`src/sv/complex_alu_with_peak_tracker_top_defines.svh`:
```
// Assertion macros used by the top-level RTL
`ifndef COMPLEX_ALU_WITH_PEAK_TRACKER_TOP_DEFINES_SVH
`define COMPLEX_ALU_WITH_PEAK_TRACKER_TOP_DEFINES_SVH

// checked outside reset
`define CAPT_ASSERT(lbl, prop, msg) \
  lbl: assert property (@(posedge clk_i) disable iff (!rst_ni) prop) else $error(msg);

// checked at every edge, reset included
`define CAPT_ASSERT_ALWAYS(lbl, prop, msg) \
  lbl: assert property (@(posedge clk_i) prop) else $error(msg);

`endif

```
`src/sv/capt_pkg.sv`:
```
package capt_pkg;

  localparam int unsigned WordBits = 32;
  localparam int unsigned FracBits = 16;
  localparam int unsigned QDepth   = 2;

  typedef logic [3:0] opcode_t;
  localparam opcode_t OpLoad = 4'd0;
  localparam opcode_t OpNeg  = 4'd1;
  localparam opcode_t OpAdd  = 4'd2;
  localparam opcode_t OpSub  = 4'd3;
  localparam opcode_t OpMul  = 4'd4;
  localparam opcode_t OpEq   = 4'd5;
  localparam opcode_t OpNe   = 4'd6;
  localparam opcode_t OpMag  = 4'd7;
  localparam opcode_t OpNorm = 4'd8;
  localparam opcode_t OpPeak = 4'd9;

  typedef enum logic [3:0] {
    K_LOAD, K_NEG, K_ADD, K_SUB, K_MUL, K_EQ, K_NE, K_MAG, K_NORM, K_PEAK, K_NONE
  } kind_e;

  typedef struct packed {
    kind_e              kind;
    logic signed [31:0] a_re;
    logic signed [31:0] a_im;
    logic signed [31:0] b_re;
    logic signed [31:0] b_im;
  } item_t;

  typedef struct packed {
    logic signed [31:0] re;
    logic signed [31:0] im;
    logic [31:0]        mag;
    logic               cmp;
    logic               sat;
  } result_t;

  typedef struct packed {
    logic       vld;
    logic [1:0] cnt;
  } qstat_t;

  // {clip, value}: clamp a wide signed value to the 32-bit range
  function automatic logic [32:0] sat66(input logic signed [65:0] v);
    logic [32:0] r;
    if ((&v[65:31]) || !(|v[65:31])) begin
      r = {1'b0, v[31:0]};
    end else if (v[65]) begin
      r = {1'b1, 32'h8000_0000};
    end else begin
      r = {1'b1, 32'h7fff_ffff};
    end
    return r;
  endfunction

endpackage

```
`src/sv/capt_front.sv`:
```
module capt_front (
  input  logic                clk_i,
  input  logic                rst_ni,
  input  logic                in_valid_i,
  output logic                in_ready_o,
  input  capt_pkg::opcode_t   opcode_i,
  input  logic signed [31:0]  a_re_i,
  input  logic signed [31:0]  a_im_i,
  input  logic signed [31:0]  b_re_i,
  input  logic signed [31:0]  b_im_i,
  input  logic                pop_i,
  output capt_pkg::item_t     item_o,
  output capt_pkg::qstat_t    stat_o
);

  capt_pkg::kind_e kind;
  capt_pkg::item_t mem_q [capt_pkg::QDepth];
  logic            wr_q, rd_q;
  logic [1:0]      cnt_q;
  logic            push, pop;

  always_comb begin
    case (opcode_i)
      capt_pkg::OpLoad: kind = capt_pkg::K_LOAD;
      capt_pkg::OpNeg:  kind = capt_pkg::K_NEG;
      capt_pkg::OpAdd:  kind = capt_pkg::K_ADD;
      capt_pkg::OpSub:  kind = capt_pkg::K_SUB;
      capt_pkg::OpMul:  kind = capt_pkg::K_MUL;
      capt_pkg::OpEq:   kind = capt_pkg::K_EQ;
      capt_pkg::OpNe:   kind = capt_pkg::K_NE;
      capt_pkg::OpMag:  kind = capt_pkg::K_MAG;
      capt_pkg::OpNorm: kind = capt_pkg::K_NORM;
      capt_pkg::OpPeak: kind = capt_pkg::K_PEAK;
      default:          kind = capt_pkg::K_NONE;
    endcase
  end

  assign in_ready_o = (cnt_q != 2'(capt_pkg::QDepth));
  assign push       = in_valid_i && in_ready_o;
  assign pop        = pop_i && (cnt_q != 2'd0);
  assign item_o     = mem_q[rd_q];
  assign stat_o     = '{vld: (cnt_q != 2'd0), cnt: cnt_q};

  always_ff @(posedge clk_i) begin
    if (push) begin
      mem_q[wr_q] <= '{kind: kind, a_re: a_re_i, a_im: a_im_i, b_re: b_re_i, b_im: b_im_i};
    end
  end

  always_ff @(posedge clk_i or negedge rst_ni) begin
    if (!rst_ni) begin
      wr_q  <= 1'b0;
      rd_q  <= 1'b0;
      cnt_q <= 2'd0;
    end else begin
      if (push) wr_q <= ~wr_q;
      if (pop)  rd_q <= ~rd_q;
      if (push && !pop) begin
        cnt_q <= cnt_q + 2'd1;
      end else if (pop && !push) begin
        cnt_q <= cnt_q - 2'd1;
      end
    end
  end

endmodule

```
`config.mk`:
```
export PLATFORM = sky130hd
export DESIGN_NAME = capt_front
export DESIGN_NICKNAME = d
export VERILOG_FILES = /design/src/sv/complex_alu_with_peak_tracker_top_defines.svh /design/src/sv/capt_pkg.sv /design/src/sv/capt_front.sv
export SDC_FILE = /design/constraint.sdc
export NUM_CORES = 1
export LEC_CHECK = 0
export BUFFER_PORTS_ARGS = -buffer_cell sky130_fd_sc_hd__clkbuf_2
export CELL_PAD_IN_SITES_DETAIL_PLACEMENT = 0
export CELL_PAD_IN_SITES_GLOBAL_PLACEMENT = 2
export CORE_ASPECT_RATIO = 0.8
export CORE_MARGIN = 8
export CORE_UTILIZATION = 41
export DETAILED_ROUTE_END_ITERATION = 7
export PLACE_DENSITY = 0.91
export SLEW_MARGIN = 20
export SYNTH_ARGS = -nofsm -noshare
export SYNTH_HDL_FRONTEND = slang
export SYNTH_SLANG_ARGS = --single-unit
```
`constraint.sdc`:
```
create_clock -name clk_i -period 13.7 [get_ports clk_i]
set_clock_uncertainty 0.2 [all_clocks]
set_input_delay 0.685 -clock clk_i [delete_from_list [all_inputs] [get_ports clk_i]]
set_output_delay 0.685 -clock clk_i [all_outputs]
set_load 0.05 [all_outputs]
```
# Word-level counts from Yosys, hierarchy flattened
# Memories as Yosys holds them, arrays and structs flattened.
# Cells that the tools add are included.
# word_totals
inputBits	136
elab_cells	22
ram_bits	264
latchBits	0
ff_bits	4
mem_bits_ro	64
n_memories	2
out_inout_bits	136
# mem_list
memory	words	word_bits	rd	rd_ports_with_merged_regs	wr	line	source
mem_q	2	132	1	0	1	capt_front.sv:17	capt_pkg::item_t mem_q [capt_pkg::QDepth];
(name not given)	16	4	1	0	0	capt_front.sv:23	case (opcode_i)
# op_classes
mux	4
add_sub_neg	2
n_div	0
n_shift	0
magnitude_cmp	0
multipliers	0
n_reduce_logical	8
n_bitwise	2
eq_ne	1
# op_table
operator	n
1-bit logical AND	4
2-bit 2-to-1 mux	2
2-bit nonzero test	2
2-bit by 1-bit adder with 2-bit output (second input constant)	1
1-bit zero test	2
1-bit 2-to-1 mux	2
2-bit != test (second input constant)	1
1-bit NOT	2
2-bit by 1-bit subtractor with 2-bit output (second input constant)	1

# Depth between registers and ports, before layout
# Gate-level depths: netlist of the first run.
# depth
ltp_word	6
mapped_depth	7
depth_no_buf	7

# Least setup slack after synthesis of the first run
# Ideal clock, no wire load.
# synth_path
path_kind	register to register
startpoint	register cnt_q[0]
endpoint	memory mem_q[0][0] (netlist bit) (enable)
path_stages_with_launch	4
required_time_ns	12.874
period_less_slack_ns	7.734
setup_slack_ns	5.966
arrival_ns	6.908
path_buffers	0
setup_ns	0.626
path_cell_list	dfrtp_1 nand2b_1 nand2_1 nor2_1
# synth_between
elab_chain_len	4
# synth_lines
item	line	source
from (decl)	capt_front.sv:19	logic [1:0] cnt_q;
from (signal assigned)	capt_front.sv:59	cnt_q <= cnt_q + 2'd1;
from (signal assigned)	capt_front.sv:61	cnt_q <= cnt_q - 2'd1;
2-bit != test	capt_front.sv:38	assign in_ready_o = (cnt_q != 2'(capt_pkg::QDepth));
net in_ready_o	capt_front.sv:5	output logic in_ready_o,
1-bit logical AND	capt_front.sv:39	assign push = in_valid_i && in_ready_o;
1-bit 2-to-1 mux	capt_front.sv:45	if (push) begin
1-bit 2-to-1 mux (implied by the code)	capt_front.sv:46	mem_q[wr_q] <= '{kind: kind, a_re: a_re_i, a_im: a_im_i, b_re: b_re_i, b_im: b_im_i};
to (decl)	capt_front.sv:17	
# The timed path passes the listed nets, and every way through them passes these cells.

==> run_results.csv, run 1 <==
group,metric,value,unit
floorplan,rows,51,
worst_setup_path,r2r-start,"cnt_q[0]",
run,maxCapViolCount,0,
global_route,grt_pass1_vias,5290,
status,status,"complete, no violations",
routing,antenna_left,0,
synth,synthFlopType,"edfxtp_1",
clocking,post_cts_buffers,0,
sta,setup_tns,0,ns
sta,maxSlewHeadroom,28.80,%
synth,yosysWarnings,0,
routing,drc,0,
worst_setup_path,reg2reg_depth,3,
global_route,grt_pass1_wl,30140,microns
floorplan,die_y,155.9,microns
worst_setup_path,worstPathArrival,2.74,ns
floorplan,num_io_pins,272,
routing,vias,4924,
placement,hpwlAfterDp,13570,microns
clocking,clk_latency,0.51,ns
floorplan,die_w,190.8,microns
clocking,htree_levels,1,
sta,rsz0062_at_grt,"no",
clocking,cts_sinks,268,
placement,globalplace.congestion,0.6950,
synth,ys_types,19,
floorplan,dieArea,29750,sq um
synth,syn_area,10030,sq um
min_path,hold_class,"input port to flip-flop",
sta,worst_slew_pin_slew,1.068,ns
sta,setup_violations,0,
synth,postSynthCellCount,433,
sta,fin_crit_sh,26.43,%
layout,diodes,0,
worst_setup_path,crit_end,"item_o[124]",
sta,layout_min_cycle_time,3.621,ns
routing,dr.pass1.iters,4,
sta,drv_slew,0,
sta,finalHoldViolations,0,
worst_setup_path,cp_max_fo,57,
global_route,grt_max_degree,73,
power,leakagePower,4.951,nW
synth,avgSynthCellArea,23.16,sq um
routing,wire_per_inst,18.63,microns
power,vdd_drop_max,0.1879,mV
clocking,cts.reportedPaths.clkPinSlew,0.06,ns
synth,synth_edf_count,264,
synth,syn-num-nets,570,
sta,fmax,276.2,MHz
synth,ys_async_sr_fraction,1.493,%
worst_setup_path,startpoint,"rd_q",
routing,wl,19770,microns
floorplan,start_util,41.46,%
worst_setup_path,worstSetupPathType,"flip-flop to output pin",
routing,drt_iter0_markers,204,
clocking,clockBufferDepth,3,
routing,via_per_inst,4.641,
synth,synth-seq-cells,268,
floorplan,design.core.area,24180,sq um
placement,portBuffers,271,
synth,yosysSeqAreaShare,80.06,%
clocking,tritoncts,"yes",
worst_setup_path,cp_data_required_time,12.82,ns
layout,nNetsFinal,860,
layout,syn2layout_area_growth,25.37,%
clocking,numCtsBuffers,26,
clocking,clock-root-buffer,"clkbuf_16",
power,total_power,3.267,mW
layout,drive_gt1_share,60.16,%
worst_setup_path,reg2reg_slack,10.73,ns
worst_setup_path,reg2reg_to,"mem_q[1][31]",
power,power_per_cell_area,259.9,nW/um^2
global_route,gr-total-overflow,0,
worst_setup_path,start_kind,"flip-flop",
global_route,track_usage,12.78,%
global_route,antenna_found_initial,1,
min_path,min_path_cells,1,
layout,fill_cells,1974,
worst_setup_path,worst_setup_path_end_kind,"output pin",
[power breakdown]
| part | switching [mW] | internal [mW] | total [mW] | leakage, nW |
|---|---|---|---|---|
| combinational | 0.988 | 0.392 | 1.38 | 2.03 |
| clock | 0.279 | 0.426 | 0.705 | 0.419 |
| sequential | 0.0564 | 1.12 | 1.18 | 2.50 |
| total | 1.32 | 1.94 | 3.27 | 4.95 |
[per-layer routing]
metal	GRT usage, %	vias to the layer above	wire length [microns]
met5	0	-	13
met4	3.392	2	506
met3	4.424	36	1883
met2	19.99	203	9059
met1	16.77	2373	8302
li1	-	2310	-
[synth_stat cells (2+ instances only)]
library cell / number / area (sq um)
buf_2: 6 / 30.03
buf_6: 9 / 101.4
dfrtp_1: 4 / 100.1
edfxtp_1: 264 / 7928
mux2_2: 62 / 698.2
mux2_4: 70 / 1051
nand2_1: 2 / 7.510
nor2_1: 2 / 7.510
xnor2_1: 3 / 26.28
xor2_1: 2 / 17.52
[critical path, cell delays in order, from the launching register on]
cell and delay, ns:
dfrtp_4 0.64, buf_4 0.88, mux2_2 0.43, clkbuf_2 0.24
[registers in the layout (all words and copies together) (netlist names)]
signal  count
mem_q     264
cnt_q       2
rd_q        1
wr_q        1
[cells in the final DEF, fill, tap and decap left out, drive strengths merged]
cell type    synthesis  final
dfrtp                4      4
or2                  1      1
xnor2                3      3
nor2b                1      1
buf                 15      5
mux2               132    132
a21o                 1      1
bufinv               0      3
clkinv               0      9
edfxtp             264    264
o21ai                1      1
inv                  1      1
and2                 1      1
and3                 1      1
nor2                 2      2
clkbuf               0    307
dlygate4sd3          0      1
xor2                 2      2
nand2                2      2
ha                   1      1
nand2b               1      1
[worst min-delay path by stage]
stage,slack (ns),startpoint,to
finish,0.15,a_im_i[9],mem_q[0][73]
global route,0.13,a_im_i[15],mem_q[1][79]
CTS,0.13,a_im_i[9],mem_q[0][73]
detailed placement,0.30,rst_ni,wr_q
global placement,0.30,rst_ni,wr_q
floorplan,0.19,rst_ni,cnt_q[0]
[logic make-up (layout without fill, tap and decap cells)]
family / Yosys count / in the layout / share of synthesized area, %
AOI/OAI and AO/OA: 2 / 2 / 0.1248
xor gates and xnor gates: 5 / 5 / 0.4368
adders and majority gates: 1 / 1 / 0.1248
buffers and inverters: 16 / 326 / 1.348
DFF: 268 / 268 / 80.06
muxes: 132 / 132 / 17.44
and+or+nand+nor: 9 / 9 / 0.4619
[through the flow]
stage	hold slack (ns)	std cells	instance area (sq um)	utilization, %	worst slack [ns]
finish	0.1514	1061	12570	51.98	10.08
global route	0.1292	1061	12570	51.98	9.945
CTS	0.1253	1061	12570	51.98	10.02
detailed placement	0.2994	1012	11700	48.39	10.55
global placement	0.2981	1012	11700	48.39	10.57
floorplan	0.1894	433	10030	-	5.966
[cell type report]
| cell class | instances | area, sq um | area share [%] |
|---|---|---|---|
| Timing Repair Buffer | 277 | 1404 | 11.17 |
| Multi-Input combinational cell | 149 | 1877 | 14.93 |
| Sequential cell | 268 | 8031 | 63.89 |
| Clock inverter | 12 | 127.6 | 1.015 |
| Clock buffer | 36 | 729.5 | 5.803 |
| Inverter | 1 | 3.754 | 0.02986 |
| Tap cell | 318 | 397.9 | 3.165 |
[repair_timing]
| item | CTS | global route |
|---|---|---|
| resized for setup | 0 | 0 |
| endpoints found under the hold margin | 4 | 0 |
| hold buffers | 1 | 0 |
Power figures use the tool's default switching activity.
==> run 2: changes to the inputs <==
Settings changed: CORE_UTILIZATION 41 to 38, PLACE_DENSITY 0.91 to 0.85.
Clock period 13.7 ns to 3.7 ns, I/O delays scaled along.
==> run_results.csv, run 2 (synthesis gave the netlist of run 1 again) <==
group,metric,value,unit
layout,fill_cells,2138,
clocking,numCtsBuffers,28,
sta,drv_slew,0,
routing,antenna_left,0,
power,power_per_cell_area,879.4,nW/um^2
global_route,grt_pass1_vias,6160,
layout,top_register,"mem_q",
floorplan,die_w,197.6,microns
placement,globalplace.congestion,0.7036,
worst_setup_path,worstPathArrival,2.19,ns
global_route,grt_max_degree,71,
floorplan,dieArea,31870,sq um
clocking,clock-root-buffer,"clkbuf_16",
worst_setup_path,slowest_stage,"dfrtp_4",
min_path,hold_class,"input port to flip-flop",
sta,worst_slew_pin_slew,0.8733,ns
placement,dp.cells,1054,
worst_setup_path,start_kind,"flip-flop",
routing,dr.pass1.iters,4,
layout,nNetsFinal,1001,
power,total_power,12.37,mW
global_route,track_usage,13.50,%
floorplan,design.core.area,26130,sq um
routing,wire_per_inst,18.03,microns
floorplan,num_io_pins,272,
sta,fin_crit_sh,69.68,%
routing,vias,5517,
layout,layoutNonFillerInstCount,1243,
worst_setup_path,cpPeakStageDelay,0.55,ns
sta,layout_min_cycle_time,2.578,ns
clocking,post_cts_buffers,0,
worst_setup_path,crit_chain,"buf_4 -> mux2_2 -> clkbuf_2",
worst_setup_path,cp_max_fo,33,
layout,finish.instance_area,14070,sq um
clocking,clk_latency,0.53,ns
layout,fin_util,53.86,%
sta,rsz0062_at_grt,"no",
routing,wl,22410,microns
layout,largest_reg_flops,264,
sta,finalHoldViolations,0,
status,status,"complete, no violations",
clocking,htree_levels,1,
global_route,gr-total-overflow,0,
routing,drt_iter0_markers,275,
layout,final_common_cell,"clkbuf_2",
routing,drc,0,
floorplan,die_y,161.3,microns
placement,place_area,11820,sq um
layout,layout_common_cells,"271 x clkbuf_2, 264 x edfxtp_1, 137 x dlygate4sd3_1",
clocking,cts.reportedPaths.clkPinSlew,0.06,ns
run,maxCapViolCount,0,
floorplan,start_util,38.38,%
worst_setup_path,cp_data_required_time,3.31,ns
clocking,clockBufferDepth,3,
global_route,antenna_found_initial,0,
sta,setup_tns,0,ns
placement,portBuffers,271,
routing,via_per_inst,4.438,
clocking,cts_sinks,268,
sta,fmax,387.9,MHz
clocking,post_cts_resized,0,
sta,setup_violations,0,
clocking,cts_hold_buf,137,
layout,syn2layout_area_growth,40.34,%
layout,drive_gt1_share,51.35,%
worst_setup_path,worstSetupPathType,"flip-flop to output pin",
global_route,grt_pass1_wl,34180,microns
power,leakagePower,5.564,nW
sta,maxSlewHeadroom,41.78,%
floorplan,rows,53,
clocking,tritoncts,"yes",
worst_setup_path,worst_setup_path_end_kind,"output pin",
layout,diodes,0,
layout,reg_top3,"mem_q (264), cnt_q (2)",
placement,hpwlAfterDp,14420,microns
power,vdd_drop_max,0.5640,mV
## run 2: changes by cell type in the layout (fill, tap and decap cells not counted), sizes merged
cell and change:
buf +3, bufinv -1, clkbuf +1, clkinv +3
dlygate4sd3 +136, inv +1
## run 2: final timing paths
check | start | end | slack [ns] | cells after the start
max | rd_q | item_o[7] | 1.12 | 3
min | b_im_i[31] | mem_q[0][31] | 0.19 | 2
max reg2reg | cnt_q[0] | mem_q[0][109] | 1.54 | 4
min reg2reg | cnt_q[0] | cnt_q[0] | 0.32 | 1
max in group asynchronous | rst_ni | rd_q | 2.71 | 3
min in group asynchronous | rst_ni | cnt_q[0] | 0.39 | 3
## run 2: layout make-up
type / instances / area [sq um] / area share (%)
clock buffers: 37 / 755.7 / 5.370
clock inverters: 15 / 123.9 / 0.8802
inverters: 1 / 3.754 / 0.02667
multi-input cells: 149 / 1884 / 13.39
flip-flops and latches: 268 / 8033 / 57.08
well taps: 357 / 446.7 / 3.174
repair buffers: 416 / 2825 / 20.08
## run 2: per-layer routing
metal  wire [microns]  GRT usage (%)
met3             1826          4.408
met2            10920          23.25
met1             9133          16.13
met5                0              0
met4              526          3.456
## run 2: through the flow
| stage | hold slack [ns] | worst slack, ns |
|---|---|---|
| after detailed placement | -0.1867 | 1.537 |
| final | 0.1866 | 1.122 |
| after CTS | 0.1549 | 1.047 |
| after global placement | -0.1885 | 1.563 |
| after floorplan | -0.3106 | 0.05954 |
| after global routing | 0.1700 | 1.008 |
## run 2: where the power goes
group	internal (mW)	switching (mW)
sequential	4.16	0.191
clock	1.57	1.09
combinational	1.58	3.78
total	7.31	5.06
## run 2: worst max-delay path, delay by kind of cell (launching register included)
| kind | cells | cell delay [ns] |
|---|---|---|
| buffers and inverters | 2 | 0.68 |
| muxes | 1 | 0.41 |
| DFF | 1 | 0.55 |
